<file path="config.mk">
export PLATFORM = sky130hd
export DESIGN_NAME = rfc_queue
export DESIGN_NICKNAME = d
export VERILOG_FILES = /design/src/design/rfc_pkg.sv /design/src/design/rfc_queue.sv
export SDC_FILE = /design/constraint.sdc
export NUM_CORES = 1
export LEC_CHECK = 0
export BUFFER_PORTS_ARGS = -buffer_cell sky130_fd_sc_hd__buf_2
export CAP_MARGIN = 20
export CORE_UTILIZATION = 50
export CTS_BUF_LIST = sky130_fd_sc_hd__clkbuf_8 sky130_fd_sc_hd__clkbuf_16
export CTS_CLUSTER_DIAMETER = 60
export DETAILED_ROUTE_END_ITERATION = 10
export PLACE_DENSITY = 0.76
export SLEW_MARGIN = 10
export SYNTH_ARGS = -nofsm -noshare
export SYNTH_HDL_FRONTEND = slang
export SYNTH_SLANG_ARGS = --single-unit
</file>
<file path="constraint.sdc">
create_clock -name clk -period 5.8 [get_ports clk]
set_input_delay 0.58 -clock clk [delete_from_list [all_inputs] [get_ports clk]]
set_output_delay 0.58 -clock clk [all_outputs]
set_load 0.1 [all_outputs]
</file>
<file path="src/design/rfc_pkg.sv">
// shared types, constants and register codes for the raster fill and copy engine
package rfc_pkg;

	localparam int MAX_WIDTH = 256;
	localparam int MAX_HEIGHT = 256;
	localparam int PIXEL_BITS = 32;
	localparam int XW = $clog2(MAX_WIDTH);
	localparam int YW = $clog2(MAX_HEIGHT);
	localparam int AW = XW + YW;
	localparam int DEPTH = MAX_WIDTH * MAX_HEIGHT;
	localparam int QDEPTH = 2;
	localparam int PADDR_W = 5;

	typedef enum logic [1:0] {
		ACT_SET  = 2'd0,
		ACT_GET  = 2'd1,
		ACT_FILL = 2'd2,
		ACT_COPY = 2'd3
	} action_t;

	typedef enum logic [2:0] {
		REG_ENABLED   = 3'd0,
		REG_FWIDTH    = 3'd1,
		REG_FHEIGHT   = 3'd2,
		REG_STRIDE    = 3'd3,
		REG_CLIP_L    = 3'd4,
		REG_CLIP_T    = 3'd5,
		REG_CLIP_SX   = 3'd6,
		REG_CLIP_SY   = 3'd7
	} reg_idx_t;

	typedef struct packed {
		logic [1:0]         action;
		logic signed [15:0] dest_x;
		logic signed [15:0] dest_y;
		logic signed [15:0] src_x;
		logic signed [15:0] src_y;
		logic signed [15:0] rect_width;
		logic signed [15:0] rect_height;
		logic [31:0]        color;
	} cmd_t;

	typedef struct packed {
		logic [31:0] pixel_value;
		logic [16:0] written_count;
	} res_t;

	// classified command: all bounds resolved, coordinates in frame
	typedef struct packed {
		action_t     op;
		logic        empty;
		logic [XW:0] x0;
		logic [XW:0] x1;
		logic [YW:0] y0;
		logic [YW:0] y1;
		logic [XW:0] sx0;
		logic [YW:0] sy0;
		logic        rev_x;
		logic        rev_y;
		logic [31:0] color;
	} job_t;

	typedef struct packed {
		logic        enabled;
		logic [8:0]  width;
		logic [8:0]  height;
		logic [8:0]  stride;
		logic [8:0]  clip_left;
		logic [8:0]  clip_top;
		logic [8:0]  clip_span_x;
		logic [8:0]  clip_span_y;
	} cfg_t;

	typedef enum logic [2:0] {
		ST_CLEAR,
		ST_IDLE,
		ST_RD,
		ST_WR,
		ST_DONE
	} bst_t;

endpackage

</file>
<file path="src/design/rfc_queue.sv">
// small command queue between front and back ends
module rfc_queue (
	input  logic          clk,
	input  logic          arst_n,
	input  logic          in_valid,
	output logic          in_stall,
	input  rfc_pkg::job_t in_job,
	output logic          out_valid,
	input  logic          out_stall,
	output rfc_pkg::job_t out_job
);
	localparam int PW = $clog2(rfc_pkg::QDEPTH);
	rfc_pkg::job_t    mem_q [rfc_pkg::QDEPTH];
	logic [PW-1:0]    wp_q, rp_q;
	logic [PW:0]      cnt_q;
	logic             push, pop;

	assign in_stall = cnt_q == (PW+1)'(rfc_pkg::QDEPTH);
	assign out_valid = cnt_q != '0;
	assign push = in_valid && !in_stall;
	assign pop = out_valid && !out_stall;
	assign out_job = mem_q[rp_q];

	always_ff @(posedge clk or negedge arst_n) begin
		if (!arst_n) begin
			wp_q <= '0;
			rp_q <= '0;
			cnt_q <= '0;
		end else begin
			if (push) wp_q <= wp_q + 1'b1;
			if (pop) rp_q <= rp_q + 1'b1;
			cnt_q <= cnt_q + (PW+1)'(push) - (PW+1)'(pop);
		end
	end

	always_ff @(posedge clk) begin
		if (push) begin
			mem_q[wp_q] <= in_job;
		end
	end
endmodule

</file>
==> reports/results.txt <==
Outcome -> finished, final reports clean
CTS buffer count -> 17
Final Cell Area -> 0.00884 mm2
Arr. time, crit path -> 2.45 ns
Final net count -> 600
Yosys warns -> 0
Total GRT Usage -> 0.164
Clk root buf -> clkbuf_16
Setup violators final -> 0
Worst r2r path cells -> 3
Final period utilization -> 0.523
WL/cell -> 16.9 um
Post-cts resize count -> 0
Hold endpoint -> mem_q[0][70]
Final ANT Viol Nets -> 0
CP Max Fanout -> 30
DIE HEIGHT -> 122 um
Cell Chain, Critical Path -> buf_4 > mux2_4 > buf_2
Number of port buffers -> 187
CTS tree -> yes
Hold Startpoint -> in_job[70]
Pin count of the biggest net entering global routing -> 67
Slew Limit Headroom -> 0.514
Critical path class -> reg -> out
Worst-Margin Slew -> 0.729 ns
Peak Freq -> 330 MHz
Number of vias per cell -> 4.93
1st-iter DRT viols -> 149
Initial antenna violation count -> 0
Setup_tns -> 0 ns
Post-Syn Instances -> 301
Total core area -> 0.0139 mm2
Post-DP Area -> 0.00821 mm2
Routed wire length -> 11.8 mm
Final hold viol count -> 0
First-pass GRT wire length -> 17.5 mm
Worst Clk Skew -> 0.00754 ns
Area Growth Syn to Fin -> 23.3%
Synth Net Count -> 398
Clk sinks -> 186
IO Count -> 188
Average size of a mapped cell -> 23.8 um2
Clk slew on worst S/H paths -> 0.07 ns
Maxcap violations -> 0
Crit. End Element -> output port
Overflow after GRT -> 0
Yosys reg bits -> 186
H-tree levels -> 4
Post-Syn Area -> 0.00717 mm2
Synth cell types -> 17
RSZ-0062 raised after global routing -> false
Worst EP required -> 5.22 ns
Final HPWL DP -> 7.83 mm
Vias in the first global route -> 3564
Post-synthesis sequential area ratio -> 0.776
WHS Path Cells -> 1
Die W -> 122 um
DRC violations left -> 0
Tmin final -> 3.03 ns
DR vias -> 3432
Fin. max-slew vios -> 0
GP Congestion -> 0.705
Startpoint Class -> flip-flop
Die area -> 0.0148 mm2
Clock latency on the worst-skew pair -> 0.43 ns
Reg2Reg Capture Point -> mem_q[1][86]
Final core utilization -> 0.635
Pre-Repair DR Iteration Count -> 4
Initial Util -> 0.515
Max stage delay on crit path -> 0.80 ns
Clk buf depth -> 2
Reg2reg start -> cnt_q[0]
Layout cell share with drive strength beyond 1 -> 0.617
Worst Hold Class -> in -> reg
Site Rows -> 43
Flop2flop setup slack -> 3.60 ns
Worst path slowest cell -> dfrtp_4
-- stage by stage --
| step | hold WS [ns] | worst slack, ns | instances |
|---|---|---|---|
| 5_1_grt | 0.324 | 2.65 | 695 |
| 3_5_place_dp | 0.393 | 2.71 | 662 |
| 6_report | 0.338 | 2.77 | 696 |
| 2_1_floorplan | 0.284 | 0.794 | 301 |
| 4_1_cts | 0.321 | 2.25 | 694 |
| 3_3_place_gp | 0.387 | 2.77 | 662 |
-- state kept, by name, summed over array words and instances, names as in the netlist --
| signal | cells |
|---|---|
| rp_q | 1 |
| mem_q | 182 |
| cnt_q | 2 |
| wp_q | 1 |
-- logic make-up after synthesis --
logic type,count (synthesis),synth area share
flip-flops,186,0.776
multiplexers,91,0.185
buffers and inverters,12,0.0256
AND/OR/NAND/NOR,6,0.00558
XOR/XNOR,4,0.00488
adder cells (fa/ha/maj),2,0.00349
-- layout make-up --
cell class	count	area, um2
well taps	180	225
diodes	1	2.50
flip-flops and latches	186	5570
repair buffers	193	1000
multi-input cells	103	1440
fillers	998	5090
inverters	2	7.51
clock buffers	17	425
clock inverters	14	174
-- layer usage --
metal	global-route usage	share of wire	up-vias
met3	0.0585	0.078	13
met2	0.274	0.51	130
met1	0.186	0.40	1692
met5	0	0	-
li1	-	-	1597
met4	0.0787	0.016	0
-- timing repair --
| item | 4_1_cts | 5_1_grt |
|---|---|---|
| endpoints found under the hold margin | 4 | 0 |
| hold buffers | 1 | 0 |
| buffers inserted | 0 | 0 |
-- cells in the final DEF, fill, tap and decap left out, types with 2 or more instances in the layout --
cell / instances
buf_2: 187
edfxtp_1: 182
mux2_4: 80
clkbuf_16: 17
mux2_2: 11
clkinv_4: 5
buf_4: 4
xnor2_1: 3
bufinv_16: 3
clkinvlp_4: 3
dfrtp_1: 3
inv_1: 2
ha_1: 2
-- synth_stat cells (all sizes together) --
| cell type | number | share of area |
|---|---|---|
| xnor2 | 3 | 0.0037 |
| ha | 2 | 0.0035 |
| nand2 | 1 | 0.00052 |
| dfrtp | 4 | 0.014 |
| or2 | 1 | 0.00087 |
| nand2b | 1 | 0.00087 |
| buf | 10 | 0.025 |
| edfxtp | 182 | 0.76 |
| inv | 2 | 0.0010 |
| nor2b | 1 | 0.0019 |
| mux2 | 91 | 0.18 |
| nor2 | 1 | 0.00052 |
| and3 | 1 | 0.00087 |
| xor2 | 1 | 0.0012 |
-- worst max-delay path: cells and delay by family (launching register included) --
kind / cells / cell delay (ns)
flip-flops: 1 / 0.80
multiplexers: 1 / 0.25
buffers and inverters: 2 / 0.96
-- worst max path at each step --
stage / cells past startpoint / from / slack [ns] / endpoint
2_1_floorplan: 2 / in_valid / 0.79 / mem_q[0][0]
3_3_place_gp: 3 / rp_q / 2.77 / out_job[45]
3_5_place_dp: 3 / rp_q / 2.71 / out_job[52]
4_1_cts: 3 / rp_q / 2.25 / out_job[52]
5_1_grt: 3 / rp_q / 2.65 / out_job[52]
6_report: 3 / rp_q / 2.77 / out_job[45]
Power is left out: the tool's default activity adds up to more than one toggle a clock period on the data nets, which glitch-free logic cannot reach.
