==> src/design/rfc_pkg.sv <==
// shared types, constants and register codes for the raster fill and copy engine
package rfc_pkg;

	localparam int MAX_WIDTH = 256;
	localparam int MAX_HEIGHT = 256;
	localparam int PIXEL_BITS = 32;
	localparam int XW = $clog2(MAX_WIDTH);
	localparam int YW = $clog2(MAX_HEIGHT);
	localparam int AW = XW + YW;
	localparam int DEPTH = MAX_WIDTH * MAX_HEIGHT;
	localparam int QDEPTH = 2;
	localparam int PADDR_W = 5;

	typedef enum logic [1:0] {
		ACT_SET  = 2'd0,
		ACT_GET  = 2'd1,
		ACT_FILL = 2'd2,
		ACT_COPY = 2'd3
	} action_t;

	typedef enum logic [2:0] {
		REG_ENABLED   = 3'd0,
		REG_FWIDTH    = 3'd1,
		REG_FHEIGHT   = 3'd2,
		REG_STRIDE    = 3'd3,
		REG_CLIP_L    = 3'd4,
		REG_CLIP_T    = 3'd5,
		REG_CLIP_SX   = 3'd6,
		REG_CLIP_SY   = 3'd7
	} reg_idx_t;

	typedef struct packed {
		logic [1:0]         action;
		logic signed [15:0] dest_x;
		logic signed [15:0] dest_y;
		logic signed [15:0] src_x;
		logic signed [15:0] src_y;
		logic signed [15:0] rect_width;
		logic signed [15:0] rect_height;
		logic [31:0]        color;
	} cmd_t;

	typedef struct packed {
		logic [31:0] pixel_value;
		logic [16:0] written_count;
	} res_t;

	// classified command: all bounds resolved, coordinates in frame
	typedef struct packed {
		action_t     op;
		logic        empty;
		logic [XW:0] x0;
		logic [XW:0] x1;
		logic [YW:0] y0;
		logic [YW:0] y1;
		logic [XW:0] sx0;
		logic [YW:0] sy0;
		logic        rev_x;
		logic        rev_y;
		logic [31:0] color;
	} job_t;

	typedef struct packed {
		logic        enabled;
		logic [8:0]  width;
		logic [8:0]  height;
		logic [8:0]  stride;
		logic [8:0]  clip_left;
		logic [8:0]  clip_top;
		logic [8:0]  clip_span_x;
		logic [8:0]  clip_span_y;
	} cfg_t;

	typedef enum logic [2:0] {
		ST_CLEAR,
		ST_IDLE,
		ST_RD,
		ST_WR,
		ST_DONE
	} bst_t;

endpackage

==> src/design/rfc_front.sv <==
// front end: accepts commands, clips against the frame and classifies them
module rfc_front (
	input  logic          clk,
	input  logic          arst_n,
	input  rfc_pkg::cfg_t cfg,
	input  logic          cmd_valid,
	output logic          cmd_stall,
	input  rfc_pkg::cmd_t cmd,
	output logic          job_valid,
	input  logic          job_stall,
	output rfc_pkg::job_t job
);
	localparam int XW = rfc_pkg::XW;
	localparam int YW = rfc_pkg::YW;

	// stage 1 registers: effective frame, clip window, enable and raw command
	logic                 v_s1;
	rfc_pkg::cmd_t        c_s1;
	logic signed [17:0]   w_s1, h_s1;
	logic                 en_s1;
	logic [8:0]           cl_s1, ct_s1, csx_s1, csy_s1;

	logic                 v_q;
	rfc_pkg::job_t        job_q;
	logic                 adv1;

	logic [8:0] stride_e, w_e, h_e;
	always_comb begin
		stride_e = (cfg.stride > 9'(rfc_pkg::MAX_WIDTH)) ? 9'(rfc_pkg::MAX_WIDTH) : cfg.stride;
		w_e = (cfg.width < stride_e) ? cfg.width : stride_e;
		h_e = (cfg.height > 9'(rfc_pkg::MAX_HEIGHT)) ? 9'(rfc_pkg::MAX_HEIGHT) : cfg.height;
	end

	assign adv1 = !v_q || !job_stall;
	assign cmd_stall = v_s1 && !adv1;

	always_ff @(posedge clk or negedge arst_n) begin
		if (!arst_n) begin
			v_s1 <= 1'b0;
		end else if (!cmd_stall) begin
			v_s1 <= cmd_valid;
		end
	end

	always_ff @(posedge clk) begin
		if (!cmd_stall && cmd_valid) begin
			c_s1   <= cmd;
			w_s1   <= 18'(w_e);
			h_s1   <= 18'(h_e);
			en_s1  <= cfg.enabled;
			cl_s1  <= cfg.clip_left;
			ct_s1  <= cfg.clip_top;
			csx_s1 <= cfg.clip_span_x;
			csy_s1 <= cfg.clip_span_y;
		end
	end

	// stage 2: bounds
	logic signed [17:0] dx, dy, sx, sy, rw, rh;
	logic signed [17:0] ox0, ox1, oy0, oy1, a, b;
	logic signed [17:0] fx0, fx1, fy0, fy1;
	logic in_frame, in_clip;
	rfc_pkg::job_t j;

	always_comb begin
		dx = 18'(c_s1.dest_x);
		dy = 18'(c_s1.dest_y);
		sx = 18'(c_s1.src_x);
		sy = 18'(c_s1.src_y);
		rw = 18'(c_s1.rect_width);
		rh = 18'(c_s1.rect_height);
		in_frame = dx >= 0 && dx < w_s1 && dy >= 0 && dy < h_s1;
		in_clip = dx >= $signed({9'd0, cl_s1}) &&
			dx < $signed(18'({1'b0, cl_s1} + {1'b0, csx_s1})) &&
			dy >= $signed({9'd0, ct_s1}) &&
			dy < $signed(18'({1'b0, ct_s1} + {1'b0, csy_s1}));
		// fill bounds
		fx0 = (dx > 0) ? dx : 18'sd0;
		fx1 = (dx + rw < w_s1) ? dx + rw : w_s1;
		fy0 = (dy > 0) ? dy : 18'sd0;
		fy1 = (dy + rh < h_s1) ? dy + rh : h_s1;
		// copy offsets
		a = (-sx > -dx) ? -sx : -dx;
		ox0 = (a > 0) ? a : 18'sd0;
		b = (w_s1 - sx < w_s1 - dx) ? w_s1 - sx : w_s1 - dx;
		ox1 = (rw < b) ? rw : b;
		a = (-sy > -dy) ? -sy : -dy;
		oy0 = (a > 0) ? a : 18'sd0;
		b = (h_s1 - sy < h_s1 - dy) ? h_s1 - sy : h_s1 - dy;
		oy1 = (rh < b) ? rh : b;

		j = '0;
		j.op = rfc_pkg::action_t'(c_s1.action);
		j.color = c_s1.color;
		unique case (rfc_pkg::action_t'(c_s1.action))
			rfc_pkg::ACT_SET: begin
				j.empty = !(in_frame && in_clip);
				j.x0 = (XW+1)'(dx);
				j.y0 = (YW+1)'(dy);
				j.x1 = (XW+1)'(dx + 1);
				j.y1 = (YW+1)'(dy + 1);
			end
			rfc_pkg::ACT_GET: begin
				j.empty = !in_frame;
				j.x0 = (XW+1)'(dx);
				j.y0 = (YW+1)'(dy);
				j.x1 = (XW+1)'(dx + 1);
				j.y1 = (YW+1)'(dy + 1);
			end
			rfc_pkg::ACT_FILL: begin
				j.empty = !(fx1 > fx0 && fy1 > fy0);
				j.x0 = (XW+1)'(fx0);
				j.x1 = (XW+1)'(fx1);
				j.y0 = (YW+1)'(fy0);
				j.y1 = (YW+1)'(fy1);
			end
			rfc_pkg::ACT_COPY: begin
				j.empty = !(ox1 > ox0 && oy1 > oy0);
				j.x0 = (XW+1)'(dx + ox0);
				j.x1 = (XW+1)'(dx + ox1);
				j.y0 = (YW+1)'(dy + oy0);
				j.y1 = (YW+1)'(dy + oy1);
				j.sx0 = (XW+1)'(sx + ox0);
				j.sy0 = (YW+1)'(sy + oy0);
				j.rev_x = dx > sx;
				j.rev_y = dy > sy;
			end
			default: j.empty = 1'b1;
		endcase
		if (!en_s1) begin
			j.empty = 1'b1;
		end
	end

	always_ff @(posedge clk or negedge arst_n) begin
		if (!arst_n) begin
			v_q <= 1'b0;
		end else if (adv1) begin
			v_q <= v_s1;
		end
	end

	always_ff @(posedge clk) begin
		if (adv1 && v_s1) begin
			job_q <= j;
		end
	end

	assign job_valid = v_q;
	assign job = job_q;
endmodule

==> config.mk <==
export PLATFORM = sky130hd
export DESIGN_NAME = rfc_front
export DESIGN_NICKNAME = d
export VERILOG_FILES = /design/src/design/rfc_pkg.sv /design/src/design/rfc_front.sv
export SDC_FILE = /design/constraint.sdc
export NUM_CORES = 1
export LEC_CHECK = 0
export BUFFER_PORTS_ARGS = -buffer_cell sky130_fd_sc_hd__buf_2
export CAP_MARGIN = 20
export CORE_MARGIN = 2
export CORE_UTILIZATION = 45
export DETAILED_ROUTE_END_ITERATION = 10
export HOLD_SLACK_MARGIN = 0.05
export MAX_ROUTING_LAYER = met4
export PLACE_DENSITY = 0.75
export SLEW_MARGIN = 20
export SYNTH_ARGS = -nofsm -noshare
export SYNTH_HDL_FRONTEND = slang
export SYNTH_SLANG_ARGS = --single-unit
==> constraint.sdc <==
create_clock -name clk -period 20.2 [get_ports clk]
set_input_delay 4.04 -clock clk [delete_from_list [all_inputs] [get_ports clk]]
set_output_delay 4.04 -clock clk [all_outputs]
set_load 0.01 [all_outputs]
==> key figures <==
Synthesis
  – Synth Instances: 2534
  – Sequential fraction of the synthesis area: 0.3407
  – Synth Cell Area: 24470 um^2
  – Library cells used by synthesis: 78
  – FF+latch count, synth: 278
  – Syn Area/Cell: 9.657 um^2
  – Syn. warnings: 0
  – Yosys top cell by area: edfxtp_1
  – Yosys top cell area share: 0.3387
  – Post-synth ARST share: 0.007194
  – Main synth FF type: edfxtp_1
  – Top post-synthesis cells by area: edfxtp_1 34%, ha_1 21%, xnor2_1 5.8%
  – Post-synth EDFFs: 276

Route
  – Total iterations of the first detailed-routing run: 5
  – DR iter-0 viols: 1666
  – DR vias: 20110
  – Routed WL per cell: 20.33 um
  – Final ANT Viol Nets: 0
  – Post-route DRC: 0
  – Via density: 5.646
  – Drt total wl: 72.40 mm

GRT
  – Gr ovfl total: 0
  – Met2 usage: 0.3833
  – First-pass GRT wire length: 110.2 mm
  – Met3 Track Usage GR: 0.05911
  – Number of antenna violations at the first check in global routing: 12
  – Most Crowded Layer GR: met2
  – Gr usage total: 0.2625
  – Vias in the first global route: 19420
  – M1 GR Usage: 0.3620
  – Largest net degree at the start of global routing: 73

Floorplan
  – Row cnt: 85
  – Die area: 56260 um^2
  – Initial Utilization: 0.4547
  – I/O pin count: 291
  – Die Span Y: 237.2 um
  – Die W: 237.2 um
  – Core ar.: 53810 um^2

Worst setup path
  – WS Path Type: reg2reg
  – R2r startpoint: c_s1[64]
  – CP max stage delay: 0.82 ns
  – CP max stage cell: a21oi_2
  – Critical Path Most Common Cell: a21oi_1
  – R2R depth: 46
  – R2r endpoint: job[60]
  – Critical Path RT: 20.63 ns
  – Flop2flop setup slack: 9.82 ns
  – CP max FO: 31
  – Nature of the critical path startpoint: flip-flop
  – CP arrival: 10.81 ns
  – Worst Setup End Kind: flip-flop

Timing
  – Final Skew: 0.03518 ns
  – Finish-stage setup viols: 0
  – Actual slew at the worst max-slew pin: 1.069 ns
  – Slew headroom: 0.2809
  – Final WS setup: 9.816 ns
  – Final Hold Fails: 0
  – Final worst-path cycle share: 0.5141
  – Count of final max-slew check failures: 0
  – RSZ-0062 raised after global routing: no
  – Period minus WS final: 10.38 ns
  – Setup TNS: 0 ns
  – F_max: 96.30 MHz

Finish
  – Cell area after layout: 27970 um^2
  – Commonest non-fill, non-tap cells in the layout: 406 x ha_1, 290 x buf_2, 276 x edfxtp_1, 245 x inv_1, 188 x a21oi_1
  – Ratio of cells with drive above 1 in the final layout: 0.1551
  – Nets: 3448
  – Final Util: 0.5197
  – Most common cell after layout, fill and taps aside: ha_1
  – Area Growth Syn to Fin: 14.29%

Clock network
  – Cts bufs inserted: 34
  – H-tree levels: 2
  – CTS Root Cell: clkbuf_16
  – Clk sink count: 278
  – CTS hold repair buffers: 0
  – CTS resizes: 0
  – Worst-path clk slew: 0.07 ns
  – CTS tree: built
  – Post-CTS Setup Inserts: 0
  – Worst skew pair latency: 0.58 ns
  – Bufs on Longest Clock Path: 3

Place
  – PortBufs: 290
  – Post-DP HPWL: 57.37 mm
  – Setup WS pre-CTS: 9.978 ns
  – GPL Wtd Cong: 0.9830
  – Placed instance area: 26810 um^2

Hold path
  – HP Class: reg2reg
  – Worst Min Path Start: c_s1[16]
  – Cell depth of the worst hold path: 0
  – Endpoint, Worst Hold: job[16]

Run
  – Max Cap Violations: 0

Power and ir drop
  – Pwr Density: 81.54 nW/um^2
  – Leakage: 12.79 nW
  – Maximum VDD drop: 92.42 uV

Status
  – Status: completed
-- flip-flops by register name, indices dropped and copies added (netlist names) --
signal / cells
cl_s1: 9
h_s1: 9
csx_s1: 9
c_s1: 130
ct_s1: 9
job: 91
csy_s1: 9
job_valid: 1
en_s1: 1
w_s1: 9
v_s1: 1
-- critical path: cells and delay by family, from the launching register on --
kind | cells | cell delay [ns]
AO/OA/AOI/OAI | 25 | 5.30
AND/OR/NAND/NOR | 7 | 1.48
multiplexers | 1 | 0.28
XOR/XNOR | 2 | 0.32
adder cells (fa/ha/maj) | 6 | 1.85
flip-flops | 1 | 0.51
buffers and inverters | 5 | 0.49
-- metrics by stage --
step                power (W)  cells  hold slack, ns
global placement     0.001634   3490          0.4004
global route         0.002428   3562          0.4195
CTS                  0.002283   3552          0.4184
detailed placement   0.001647   3490          0.4045
floorplan            0.001399   2535          0.4003
finish               0.002281   3562          0.4188
-- per-layer routing --
metal | routed length (um) | up-vias | part of all wire
met1 | 33300 | 9347 | 0.46
met3 | 6669 | 134 | 0.092
met4 | 2261 | 0 | 0.031
met2 | 30170 | 824 | 0.42
met5 | 0 | - | 0
li1 | - | 9807 | -
-- how the worst max path moves through the flow --
stage / from / to / slack (ns)
after global routing: c_s1[64] / job[60] / 8.85
after floorplan: job_stall / job[0] / 8.91
final: c_s1[64] / job[60] / 9.82
after detailed placement: c_s1[112] / job[78] / 9.98
after global placement: c_s1[64] / job[60] / 10.15
after CTS: c_s1[112] / job[78] / 9.94
-- cell families after synthesis --
logic type,Yosys count,synth area share
AND/OR/NAND/NOR,663,0.1337
multiplexers,78,0.03395
buffers and inverters,310,0.04852
other,1,0.0001532
AO/OA/AOI/OAI,584,0.1524
XOR/XNOR,200,0.07158
adder cells (fa/ha/maj),420,0.2190
flip-flops,278,0.3407
-- synthesized netlist by cell type (all sizes together), types with 9 or more instances --
| cell type | instances |
|---|---|
| ha | 406 |
| edfxtp | 276 |
| inv | 245 |
| a21oi | 190 |
| nor2 | 166 |
| nand2 | 163 |
| xnor2 | 161 |
| o21ai | 111 |
| a21o | 110 |
| clkbuf | 53 |
| nand3 | 51 |
| nor2b | 51 |
| nand4 | 50 |
| mux2i | 48 |
| nor3 | 44 |
| o21a | 40 |
| xor2 | 39 |
| o21bai | 38 |
| nand2b | 36 |
| mux2 | 30 |
| nor4 | 23 |
| or2 | 19 |
| and3 | 15 |
| fa | 14 |
| buf | 11 |
| a31oi | 10 |
| o211ai | 10 |
| or3 | 10 |
| a2111oi | 9 |
| a211oi | 9 |
-- power by group --
part           internal, W  switching (W)
Sequential        0.000694      0.0000394
Combinational     0.000390       0.000531
Clock             0.000361       0.000264
-- cell type report --
type / count / area (um^2)
flip-flops and latches: 278 / 8338
fillers: 4984 / 25850
multi-input cells: 1947 / 14980
clock buffers: 38 / 887.1
repair buffers: 323 / 1699
well taps: 696 / 870.8
clock inverters: 24 / 242.7
inverters: 246 / 923.4
diodes: 10 / 25.02
Note: power is estimated with default switching activity, not from simulation.
